==> src/hdl/rc_pulse_channel_decoder_assert.svh <==
// ----------------------------------------------------------------------------
// rc_pulse_channel_decoder_assert.svh
// Assertion macros shared by the pulse decoder modules.
// ----------------------------------------------------------------------------
`ifndef RC_PULSE_CHANNEL_DECODER_ASSERT_SVH
`define RC_PULSE_CHANNEL_DECODER_ASSERT_SVH

// check cons in the same cycle as ante
`define RCPD_ASSERT_NOW(label, ante, cons, msg) \
   label: assert property (@(posedge clock) disable iff (reset) (ante) |-> (cons)) \
      else $error(msg);

// check cons in the cycle after ante
`define RCPD_ASSERT_NEXT(label, ante, cons, msg) \
   label: assert property (@(posedge clock) disable iff (reset) (ante) |=> (cons)) \
      else $error(msg);

`endif

==> src/hdl/rcpd_pkg.sv <==
// ----------------------------------------------------------------------------
// rcpd_pkg
// Shared types, register indexes and reset values of the RC pulse decoder.
// ----------------------------------------------------------------------------
package rcpd_pkg;

   localparam int ChannelCount = 4;

   localparam int CfgW    = 16;
   localparam int RegIdxW = 3;

   localparam logic [RegIdxW-1:0] REG_PULSE_MIN    = 3'd0;
   localparam logic [RegIdxW-1:0] REG_PULSE_MAX    = 3'd1;
   localparam logic [RegIdxW-1:0] REG_PULSE_CENTER = 3'd2;
   localparam logic [RegIdxW-1:0] REG_VALUE_TOP    = 3'd3;
   localparam logic [RegIdxW-1:0] REG_VALUE_BOTTOM = 3'd4;
   localparam logic [RegIdxW-1:0] REG_DEAD_BAND_A  = 3'd5;
   localparam logic [RegIdxW-1:0] REG_DEAD_BAND_B  = 3'd6;

   localparam logic [15:0]        RST_PULSE_MIN    = 16'd4800;
   localparam logic [15:0]        RST_PULSE_MAX    = 16'd10000;
   localparam logic [15:0]        RST_PULSE_CENTER = 16'd7425;
   localparam logic [14:0]        RST_VALUE_TOP    = 15'd100;
   localparam logic signed [15:0] RST_VALUE_BOTTOM = -16'sd100;
   localparam logic [13:0]        RST_DEAD_BAND_A  = 14'd100;
   localparam logic [13:0]        RST_DEAD_BAND_B  = 14'd75;

   typedef struct packed {
      logic [1:0]  channel;
      logic        level;
      logic [31:0] stamp;
   } req_type;

   typedef struct packed {
      logic [1:0]        out_channel;
      logic [15:0]       width;
      logic signed [15:0] position;
   } rsp_type;

   typedef struct packed {
      logic store_rise;
      logic load;
      logic calc_width;
      logic check_range;
      logic classify;
      logic mul;
      logic div_start;
      logic scale;
      logic emit;
   } cmd_type;

   typedef struct packed {
      logic present;
      logic is_rise;
      logic need_div;
      logic div_busy;
      logic rsp_free;
   } sts_type;

endpackage

==> src/hdl/rcpd_div.sv <==
// ----------------------------------------------------------------------------
// rcpd_div
// Restoring divider, 32-bit dividend by 16-bit divisor, one bit per cycle.
// ----------------------------------------------------------------------------
module rcpd_div (
   input  logic        clock,
   input  logic        reset,
   input  logic        start,
   input  logic [31:0] dividend,
   input  logic [15:0] divisor,
   output logic        busy,
   output logic [15:0] quotient
);

   logic        busy_ff;
   logic [4:0]  cnt_ff;
   logic [15:0] rem_ff;
   logic [31:0] quo_ff;
   logic [15:0] den_ff;
   logic [16:0] shifted;
   logic        fits;
   logic [16:0] diff;

   assign shifted = {rem_ff, quo_ff[31]};
   assign fits    = (shifted >= {1'b0, den_ff});
   assign diff    = shifted - {1'b0, den_ff};

   always_ff @(posedge clock) begin
      if (reset) begin
         busy_ff <= 1'b0;
         cnt_ff  <= '0;
      end else if (start) begin
         busy_ff <= 1'b1;
         cnt_ff  <= '0;
      end else if (busy_ff) begin
         cnt_ff <= cnt_ff + 5'd1;
         if (cnt_ff == 5'd31) begin
            busy_ff <= 1'b0;
         end
      end
   end

   always_ff @(posedge clock) begin
      if (start) begin
         rem_ff <= '0;
         quo_ff <= dividend;
         den_ff <= divisor;
      end else if (busy_ff) begin
         rem_ff <= fits ? diff[15:0] : shifted[15:0];
         quo_ff <= {quo_ff[30:0], fits};
      end
   end

   assign busy     = busy_ff;
   assign quotient = quo_ff[15:0];

endmodule

==> src/hdl/rcpd_dp.sv <==
// ----------------------------------------------------------------------------
// rcpd_dp
// Datapath: settings, channel stamps, width measurement, band checks,
// scaling multiplier with serial divider, and the result register.
// ----------------------------------------------------------------------------
`include "rc_pulse_channel_decoder_assert.svh"

module rcpd_dp (
   input  logic                          clock,
   input  logic                          reset,
   input  rcpd_pkg::cmd_type             cmd,
   output rcpd_pkg::sts_type             sts,
   input  rcpd_pkg::req_type             req_data,
   output logic                          rsp_valid,
   input  logic                          rsp_stall,
   output rcpd_pkg::rsp_type             rsp_data,
   input  logic                          csr_wen,
   input  logic [rcpd_pkg::RegIdxW-1:0]  csr_index,
   input  logic [rcpd_pkg::CfgW-1:0]     csr_wdata
);

   import rcpd_pkg::*;

   logic [15:0]        pulse_min_ff;
   logic [15:0]        pulse_max_ff;
   logic [15:0]        pulse_center_ff;
   logic [14:0]        value_top_ff;
   logic signed [15:0] value_bottom_ff;
   logic [13:0]        dead_a_ff;
   logic [13:0]        dead_b_ff;

   logic [31:0]        rise_ff [ChannelCount];
   logic signed [15:0] last_pos_ff [ChannelCount];

   logic [1:0]         ch_ff;
   logic [31:0]        stamp_ff;
   logic [31:0]        wfull_ff;
   logic signed [18:0] hi_ff;
   logic signed [18:0] lo_ff;
   logic [13:0]        dead_ff;
   logic [16:0]        w_ff;
   logic signed [15:0] pos_ff;
   logic [15:0]        op_a_ff;
   logic [15:0]        op_b_ff;
   logic [15:0]        den_ff;
   logic               neg_ff;
   logic [31:0]        prod_ff;
   logic               rsp_valid_ff;
   rsp_type            rsp_data_ff;

   logic [13:0]        dsel;
   logic signed [18:0] hi_in;
   logic signed [18:0] lo_in;
   logic               w_short;
   logic signed [18:0] wlo;
   logic               reject;
   logic signed [18:0] ws;
   logic signed [18:0] cs;
   logic signed [18:0] mxs;
   logic signed [18:0] mns;
   logic signed [18:0] ds;
   logic signed [18:0] up;
   logic signed [18:0] dn;
   logic               above;
   logic               below;
   logic               dead_up;
   logic               sat_up;
   logic               dead_dn;
   logic               sat_dn;
   logic [15:0]        bot_mag;
   logic [15:0]        span_up;
   logic [15:0]        span_dn;
   logic               div_busy;
   logic [15:0]        quotient;
   logic [15:0]        width_sat;

   // settings
   always_ff @(posedge clock) begin
      if (reset) begin
         pulse_min_ff    <= RST_PULSE_MIN;
         pulse_max_ff    <= RST_PULSE_MAX;
         pulse_center_ff <= RST_PULSE_CENTER;
         value_top_ff    <= RST_VALUE_TOP;
         value_bottom_ff <= RST_VALUE_BOTTOM;
         dead_a_ff       <= RST_DEAD_BAND_A;
         dead_b_ff       <= RST_DEAD_BAND_B;
      end else if (csr_wen) begin
         case (csr_index)
            REG_PULSE_MIN:    pulse_min_ff    <= csr_wdata;
            REG_PULSE_MAX:    pulse_max_ff    <= csr_wdata;
            REG_PULSE_CENTER: pulse_center_ff <= csr_wdata;
            REG_VALUE_TOP:    value_top_ff    <= csr_wdata[14:0];
            REG_VALUE_BOTTOM: value_bottom_ff <= $signed(csr_wdata);
            REG_DEAD_BAND_A:  dead_a_ff       <= csr_wdata[13:0];
            REG_DEAD_BAND_B:  dead_b_ff       <= csr_wdata[13:0];
            default: ;
         endcase
      end
   end

   // per-channel state
   always_ff @(posedge clock) begin
      if (reset) begin
         for (int i = 0; i < ChannelCount; i++) begin
            rise_ff[i]     <= '0;
            last_pos_ff[i] <= '0;
         end
      end else begin
         if (cmd.store_rise) begin
            rise_ff[req_data.channel] <= req_data.stamp;
         end
         if (cmd.emit) begin
            last_pos_ff[ch_ff] <= pos_ff;
         end
      end
   end

   // width and band limits
   assign dsel  = (ch_ff < 2'd2) ? dead_a_ff : dead_b_ff;
   assign hi_in = $signed({3'b000, pulse_max_ff}) + $signed({4'b0000, dsel, 1'b0});
   assign lo_in = $signed({3'b000, pulse_min_ff}) - $signed({4'b0000, dsel, 1'b0});

   assign w_short = (wfull_ff[31:18] == 14'd0);
   assign wlo     = $signed({1'b0, wfull_ff[17:0]});
   assign reject  = !w_short || (wlo > hi_ff) || (wlo < lo_ff);

   // classification around center
   assign ws  = $signed({2'b00, w_ff});
   assign cs  = $signed({3'b000, pulse_center_ff});
   assign mxs = $signed({3'b000, pulse_max_ff});
   assign mns = $signed({3'b000, pulse_min_ff});
   assign ds  = $signed({5'b00000, dead_ff});
   assign up  = ws - cs;
   assign dn  = cs - ws;

   assign above   = (ws > cs);
   assign below   = (ws < cs);
   assign dead_up = (up < ds);
   assign sat_up  = (ws > (mxs - ds));
   assign dead_dn = (dn < ds);
   assign sat_dn  = (ws < (mns + ds));

   assign bot_mag = value_bottom_ff[15] ? (16'd0 - $unsigned(value_bottom_ff))
                                        : $unsigned(value_bottom_ff);
   assign span_up = pulse_max_ff - pulse_center_ff;
   assign span_dn = pulse_center_ff - pulse_min_ff;

   always_ff @(posedge clock) begin
      if (cmd.load) begin
         ch_ff    <= req_data.channel;
         stamp_ff <= req_data.stamp;
      end
      if (cmd.calc_width) begin
         wfull_ff <= stamp_ff - rise_ff[ch_ff];
         hi_ff    <= hi_in;
         lo_ff    <= lo_in;
         dead_ff  <= dsel;
      end
      if (cmd.check_range) begin
         w_ff <= reject ? {1'b0, pulse_center_ff} : wfull_ff[16:0];
      end
      if (cmd.classify) begin
         if (above) begin
            if (dead_up) begin
               w_ff   <= {1'b0, pulse_center_ff};
               pos_ff <= '0;
            end else if (sat_up) begin
               pos_ff <= $signed({1'b0, value_top_ff});
            end else begin
               op_a_ff <= {1'b0, value_top_ff};
               op_b_ff <= up[15:0];
               den_ff  <= span_up;
               neg_ff  <= 1'b0;
            end
         end else if (below) begin
            if (dead_dn) begin
               w_ff   <= {1'b0, pulse_center_ff};
               pos_ff <= '0;
            end else if (sat_dn) begin
               pos_ff <= value_bottom_ff;
            end else begin
               op_a_ff <= bot_mag;
               op_b_ff <= dn[15:0];
               den_ff  <= span_dn;
               neg_ff  <= value_bottom_ff[15];
            end
         end else begin
            pos_ff <= last_pos_ff[ch_ff];
         end
      end
      if (cmd.mul) begin
         prod_ff <= op_a_ff * op_b_ff;
      end
      if (cmd.scale) begin
         pos_ff <= neg_ff ? $signed(16'd0 - quotient) : $signed(quotient);
      end
   end

   rcpd_div u_div (
      .clock    (clock),
      .reset    (reset),
      .start    (cmd.div_start),
      .dividend (prod_ff),
      .divisor  (den_ff),
      .busy     (div_busy),
      .quotient (quotient)
   );

   // result register
   assign width_sat = w_ff[16] ? 16'hFFFF : w_ff[15:0];

   always_ff @(posedge clock) begin
      if (reset) begin
         rsp_valid_ff <= 1'b0;
      end else if (cmd.emit) begin
         rsp_valid_ff <= 1'b1;
      end else if (!rsp_stall) begin
         rsp_valid_ff <= 1'b0;
      end
   end

   always_ff @(posedge clock) begin
      if (cmd.emit) begin
         rsp_data_ff.out_channel <= ch_ff;
         rsp_data_ff.width       <= width_sat;
         rsp_data_ff.position    <= pos_ff;
      end
   end

   assign rsp_valid = rsp_valid_ff;
   assign rsp_data  = rsp_data_ff;

   assign sts.present  = ({1'b0, req_data.channel} < 3'(ChannelCount));
   assign sts.is_rise  = req_data.level;
   assign sts.need_div = (above && !dead_up && !sat_up) || (below && !dead_dn && !sat_dn);
   assign sts.div_busy = div_busy;
   assign sts.rsp_free = !rsp_valid_ff || !rsp_stall;

   `RCPD_ASSERT_NEXT(a_emit_shows_result, cmd.emit, rsp_valid_ff, "emitted item not presented")
   `RCPD_ASSERT_NOW(a_div_idle_on_mul, cmd.mul, !div_busy, "multiply while divider busy")

endmodule

==> src/hdl/rcpd_ctl.sv <==
// ----------------------------------------------------------------------------
// rcpd_ctl
// Sequencer for one edge item: store a rise stamp, or measure, range check, classify, scale if needed, emit.
// ----------------------------------------------------------------------------
`include "rc_pulse_channel_decoder_assert.svh"

module rcpd_ctl (
   input  logic              clock,
   input  logic              reset,
   input  logic              req_valid,
   output logic              req_stall,
   input  rcpd_pkg::sts_type sts,
   output rcpd_pkg::cmd_type cmd
);

   import rcpd_pkg::*;

   localparam logic [3:0] ST_IDLE  = 4'd0;
   localparam logic [3:0] ST_WIDTH = 4'd1;
   localparam logic [3:0] ST_RANGE = 4'd2;
   localparam logic [3:0] ST_CLASS = 4'd3;
   localparam logic [3:0] ST_MUL   = 4'd4;
   localparam logic [3:0] ST_DIV   = 4'd5;
   localparam logic [3:0] ST_WAIT  = 4'd6;
   localparam logic [3:0] ST_SCALE = 4'd7;
   localparam logic [3:0] ST_EMIT  = 4'd8;

   logic [3:0] state_ff;
   logic [3:0] state_in;

   always_comb begin
      state_in  = state_ff;
      cmd       = '0;
      req_stall = (state_ff != ST_IDLE);
      case (state_ff)
         ST_IDLE: begin
            if (req_valid && sts.present) begin
               if (sts.is_rise) begin
                  cmd.store_rise = 1'b1;
               end else begin
                  cmd.load = 1'b1;
                  state_in = ST_WIDTH;
               end
            end
         end
         ST_WIDTH: begin
            cmd.calc_width = 1'b1;
            state_in       = ST_RANGE;
         end
         ST_RANGE: begin
            cmd.check_range = 1'b1;
            state_in        = ST_CLASS;
         end
         ST_CLASS: begin
            cmd.classify = 1'b1;
            state_in     = sts.need_div ? ST_MUL : ST_EMIT;
         end
         ST_MUL: begin
            cmd.mul  = 1'b1;
            state_in = ST_DIV;
         end
         ST_DIV: begin
            cmd.div_start = 1'b1;
            state_in      = ST_WAIT;
         end
         ST_WAIT: begin
            if (!sts.div_busy) begin
               state_in = ST_SCALE;
            end
         end
         ST_SCALE: begin
            cmd.scale = 1'b1;
            state_in  = ST_EMIT;
         end
         ST_EMIT: begin
            if (sts.rsp_free) begin
               cmd.emit = 1'b1;
               state_in = ST_IDLE;
            end
         end
         default: begin
            state_in = ST_IDLE;
         end
      endcase
   end

   always_ff @(posedge clock) begin
      if (reset) begin
         state_ff <= ST_IDLE;
      end else begin
         state_ff <= state_in;
      end
   end

   `RCPD_ASSERT_NOW(a_emit_needs_room, cmd.emit, sts.rsp_free, "emit into occupied output")
   `RCPD_ASSERT_NOW(a_start_div_idle, cmd.div_start, !sts.div_busy, "divider restarted while busy")

endmodule

==> src/hdl/rc_pulse_channel_decoder.sv <==
// ----------------------------------------------------------------------------
// rc_pulse_channel_decoder
// Four-channel RC servo pulse decoder: edge items in, width and position out.
// ----------------------------------------------------------------------------
// Usage:
//   req_* carries one edge item (channel, level, timer stamp). A rising edge
//   records its stamp and produces nothing. A falling edge yields
//   one rsp_* item: channel, accepted width in ticks and signed position.
//   csr_* writes the seven settings (min, max, center, top, bottom, two dead
//   bands); write only while the block is idle.
// Sequencing:
//   rising edge: stamp stored, next item accepted the following cycle.
//   falling edge: the width is measured, range checked and classified, then
//   the result is emitted directly when the width lands in the dead band, the
//   saturation zones or exactly on center; when scaled, the multiplier and
//   the 32-step serial divider run before scaling and emitting. One falling
//   edge is in work at a time; req_stall stays high until it is placed in the
//   output register.
// Reset: settings take their defaults, all stored rise stamps and positions
//   clear to zero, and the output register empties.
// Receiver stall: the result holds in the output register; one more falling
//   edge may be accepted and worked, then it waits for the register before emitting.
// ----------------------------------------------------------------------------
module rc_pulse_channel_decoder (
   input  logic                          clock,
   input  logic                          reset,
   input  logic                          req_valid,
   output logic                          req_stall,
   input  rcpd_pkg::req_type             req_data,
   output logic                          rsp_valid,
   input  logic                          rsp_stall,
   output rcpd_pkg::rsp_type             rsp_data,
   input  logic                          csr_wen,
   input  logic [rcpd_pkg::RegIdxW-1:0]  csr_index,
   input  logic [rcpd_pkg::CfgW-1:0]     csr_wdata
);

   import rcpd_pkg::*;

   cmd_type cmd;
   sts_type sts;

   rcpd_ctl u_ctl (
      .clock     (clock),
      .reset     (reset),
      .req_valid (req_valid),
      .req_stall (req_stall),
      .sts       (sts),
      .cmd       (cmd)
   );

   rcpd_dp u_dp (
      .clock     (clock),
      .reset     (reset),
      .cmd       (cmd),
      .sts       (sts),
      .req_data  (req_data),
      .rsp_valid (rsp_valid),
      .rsp_stall (rsp_stall),
      .rsp_data  (rsp_data),
      .csr_wen   (csr_wen),
      .csr_index (csr_index),
      .csr_wdata (csr_wdata)
   );

endmodule
==> config.mk <==
export PLATFORM = sky130hd
export DESIGN_NAME = rc_pulse_channel_decoder
export DESIGN_NICKNAME = d
export VERILOG_FILES = /design/src/hdl/rcpd_pkg.sv /design/src/hdl/rcpd_div.sv /design/src/hdl/rcpd_dp.sv /design/src/hdl/rcpd_ctl.sv /design/src/hdl/rc_pulse_channel_decoder.sv
export VERILOG_INCLUDE_DIRS = /design/src /design/src/hdl
export SDC_FILE = /design/constraint.sdc
export NUM_CORES = 2
export LEC_CHECK = 0
export BUFFER_PORTS_ARGS = -buffer_cell sky130_fd_sc_hd__buf_2
export CORE_UTILIZATION = 50
export DETAILED_ROUTE_END_ITERATION = 10
export PLACE_DENSITY = 0.73
export SYNTH_ARGS = -nofsm -noshare
export SYNTH_HDL_FRONTEND = slang
export SYNTH_SLANG_ARGS = --single-unit
export TNS_END_PERCENT = 5
==> constraint.sdc <==
create_clock -name clock -period 7.5 [get_ports clock]
set_clock_uncertainty 0.2 [all_clocks]
set_input_delay 1.5 -clock clock [delete_from_list [all_inputs] [get_ports clock]]
set_output_delay 1.5 -clock clock [all_outputs]
set_load 0.02 [all_outputs]
==> results by group <==
Outcome
  • Status: finished clean

Logic synthesis
  • Mean Syn Cell Area: 10.3 sq um
  • Top cells by area, synth: edfxtp_1 34%, ha_1 11%, fa_1 9.5%
  • Most frequent cell after synthesis: nand2_1
  • Yosys top cell by area: edfxtp_1
  • Post-synth cell types: 82
  • Seq cells post-synth: 638
  • Post-synthesis sequential area ratio: 40.9%
  • Most frequent cells after synthesis: 592 x nand2_1, 485 x edfxtp_1, 452 x inv_1
  • Syn Inst Count: between 4k and 5k
  • Synth Net Count: roughly 4.8k
  • Number of synthesized flops with an enable pin: between 400 and 500
  • FFs w/ async S/R, synth: 0%
  • Yosys top cell area share: between 30% and 40%
  • Ys flop type: edfxtp_1
  • Yosys warnings: 0
  • Synthesized cell area: 43,100 sq um

Critical path
  • R2R cell count: 22
  • Worst path cell trace: buf_4 > nand2_1 > fa_1 > fa_1 > inv_1 > fa_1 > fa_1 > fa_1 > inv_1 > fa_1 > inv_1 > ha_1 > nand4_1 > nor2_1 > nand2_1 > o21ai_0 > a31oi_2 > o21ai_0 > a41o_1 > o31a_1 > mux2i_1 > nand2_1
  • Startpoint Class: flop
  • CP arrival: between 7 and 8 ns
  • Slowest stage cell on the critical path: edfxtp_1
  • Req. time, crit path: ~7.7 ns
  • Max FO, Critical Path: 9
  • Slowest stage delay, CP: 0.59 ns
  • Critical path type: flop to flop
  • Most used cell, CP: fa_1
  • CP Capture Type: flop

Place
  • GPL Wtd Cong: around 0.94
  • Hpwl dp: 80,500 microns
  • IO buf count: 94

Run
  • # Max-Cap Violations: 0

Clocking
  • CTS Buf Count: 70
  • CTS Sinks: between 600 and 700
  • Clock Path Buffers: 3
  • Hold-fix buffers at CTS: 0
  • H-Tree Depth: 3
  • Clk root buf: clkbuf_16
  • CTS tree: done
  • CTS clk-pin slew, worst paths: ~0.060 ns
  • Source-to-sink clock delay at the later pin of the worst-skew pair: approximately 0.63 ns

Worst hold path
  • Tightest Hold Check Type: flop to flop
  • Hold Path Depth: 0

Final layout
  • Syn-to-layout area delta: 9.75%
  • FILL cells: 7,312
  • Layout cells sized above 1: 8.65%
  • Layout Nets: between 4k and 5k

Floorplan
  • Initial Util: between 50% and 60%
  • Chip Width: 296 microns
  • Core Box Area: between 80,000 and 90,000 sq um
  • Die ar.: ~87,000 sq um
  • IO Count: 95
  • Die Y: about 300 microns
  • # rows: roughly 110

Drt
  • Pre-antenna DRT Iters: 5
  • Wire per inst: 19.7 microns
  • Post-DRT Antenna Nets: 0
  • Vias: ~31k
  • 1st-iter DRT viols: around 2.2k
  • WL final: 108,000 microns
  • Drc violations: 0
  • DR vias/cell: about 5.6

Power and ir drop
  • Total design power: about 13 mW
  • Worst VDD drop: 0.278 mV
  • Pwr dens: between 200 and 300 nW/um^2
  • Leakage power: roughly 20 nW

STA
  • Worst slew pin tran: about 1.1 ns
  • Final setup vio count: 0
  • RSZ-0062 raised after global routing: no
  • Hold WS: 0.217 ns
  • Setup TNS: 0 ns
  • Post-route minimum period: ~7.2 ns
  • Final Hold Fails: 0
  • Fmax: 140 MHz
  • Pins Over Slew Limit: 0
  • Period utilisation layout: between 90 and 100%
  • Rel. slew slack: between 20 and 30%

Global route
  • First-pass GRT wire length: 170,000 microns
  • Initial antenna violation count: 13
  • Vias in the first global route: around 31k
  • Gr usage total: between 20% and 30%
  • Global route overflow: 0
  • Largest net degree at the start of global routing: 95
[per-layer routing]
layer	vias to the layer above	wire length [microns]	share of wire, %	GRT usage, %
met5	-	139	0.13	0
met4	24	4470	4.1	10.2
met3	226	6980	6.5	3.96
met2	970	51100	47	42.3
met1	14893	45200	42	32.3
li1	14594	-	-	-
[what timing repair did]
action                     in CTS  in global routing
buffers inserted                0                 22
setup endpoints to repair       0                  1
resized for setup               0                  1
[report_power, final]
| part | leakage (nW) | switching, mW | internal, mW |
|---|---|---|---|
| Clock | 1.14 | 1.48 | 2.08 |
| Sequential | 5.89 | 0.203 | 4.22 |
| Combinational | 13.2 | 3.09 | 1.94 |
| Total | 20.2 | 4.77 | 8.24 |
[kinds of logic after synthesis]
logic type	Yosys count	share of synthesized area (%)
adders and majority gates	570	20.1
muxes	83	3.33
DFF	638	40.9
and+or+nand+nor	1386	15.5
buffers and inverters	607	5.40
xor gates and xnor gates	190	3.86
AOI/OAI and AO/OA	728	10.9
[per-stage QoR]
step / worst slack (ns) / util, % / std cells / cell area, sq um
after floorplan: 0.739 / - / 4202 / 43100
after global placement: 0.288 / 52.6 / 5331 / 44800
after detailed placement: 0.191 / 52.6 / 5331 / 44800
after CTS: 0.186 / 55.3 / 5456 / 47200
after global routing: 0.00890 / 55.5 / 5479 / 47300
final: 0.340 / 55.5 / 5480 / 47300
[flip-flops by register name (all words and copies together) (netlist names), 32 cells and up, named ones only]
signal	count
u_dp.prod_ff	32
u_dp.rise_ff	128
u_dp.u_div.quo_ff	32
u_dp.stamp_ff	32
u_dp.wfull_ff	32
u_dp.last_pos_ff	64
u_dp.rsp_data	34
[cell type report]
class	instances	area [sq um]	share of cell area, %
Timing Repair Buffer	161	988	2.09
Multi-Input combinational cell	2957	23200	49.1
Inverter	453	1700	3.59
Sequential cell	638	17600	37.2
Antenna cell	2	5.00	0.0106
Clock inverter	37	448	0.946
Tap cell	1144	1430	3.02
Clock buffer	88	1890	3.99
[worst paths after layout]
kind,startpoint,end,slack (ns)
hold reg to reg,u_dp.den_ff[2],u_dp.u_div.den_ff[2],0.22
setup / recovery,u_dp.op_a_ff[9],u_dp.prod_ff[30],0.34
setup reg to reg,u_dp.op_a_ff[9],u_dp.prod_ff[30],0.34
hold / removal,u_dp.den_ff[2],u_dp.u_div.den_ff[2],0.22
[worst max-delay path, delay by kind of cell (launching register included)]
kind | cells | cell delay (ns)
flip-flops | 1 | 0.59
AND/OR/NAND/NOR | 5 | 0.58
AO/OA/AOI/OAI | 5 | 1.54
adder cells (fa/ha/maj) | 7 | 3.41
buffers and inverters | 4 | 0.39
multiplexers | 1 | 0.18
[placed cells by master, fill, tap and decap left out, types with 23 or more instances in the layout]
| master | synthesis | routed |
|---|---|---|
| a31oi_1 | 26 | 25 |
| nor2_1 | 175 | 175 |
| clkbuf_16 | 0 | 70 |
| nor3_1 | 55 | 48 |
| nor2b_1 | 48 | 47 |
| nand4_1 | 29 | 29 |
| a211oi_1 | 23 | 23 |
| o21ai_0 | 144 | 144 |
| edfxtp_1 | 485 | 485 |
| inv_1 | 452 | 452 |
| and2_1 | 313 | 313 |
| ha_1 | 366 | 366 |
| nand2_1 | 592 | 592 |
| mux4_2 | 48 | 48 |
| xor2_1 | 68 | 68 |
| a21oi_1 | 241 | 240 |
| a21o_1 | 75 | 75 |
| nand3_1 | 47 | 47 |
| mux2i_1 | 32 | 32 |
| xnor2_1 | 122 | 122 |
| dfxtp_1 | 153 | 151 |
| buf_4 | 1 | 67 |
| a211o_1 | 23 | 23 |
| fa_1 | 204 | 204 |
| o21a_1 | 25 | 25 |
| buf_2 | 7 | 93 |
| nand2b_1 | 32 | 32 |
(Power assumes the default switching activity.)
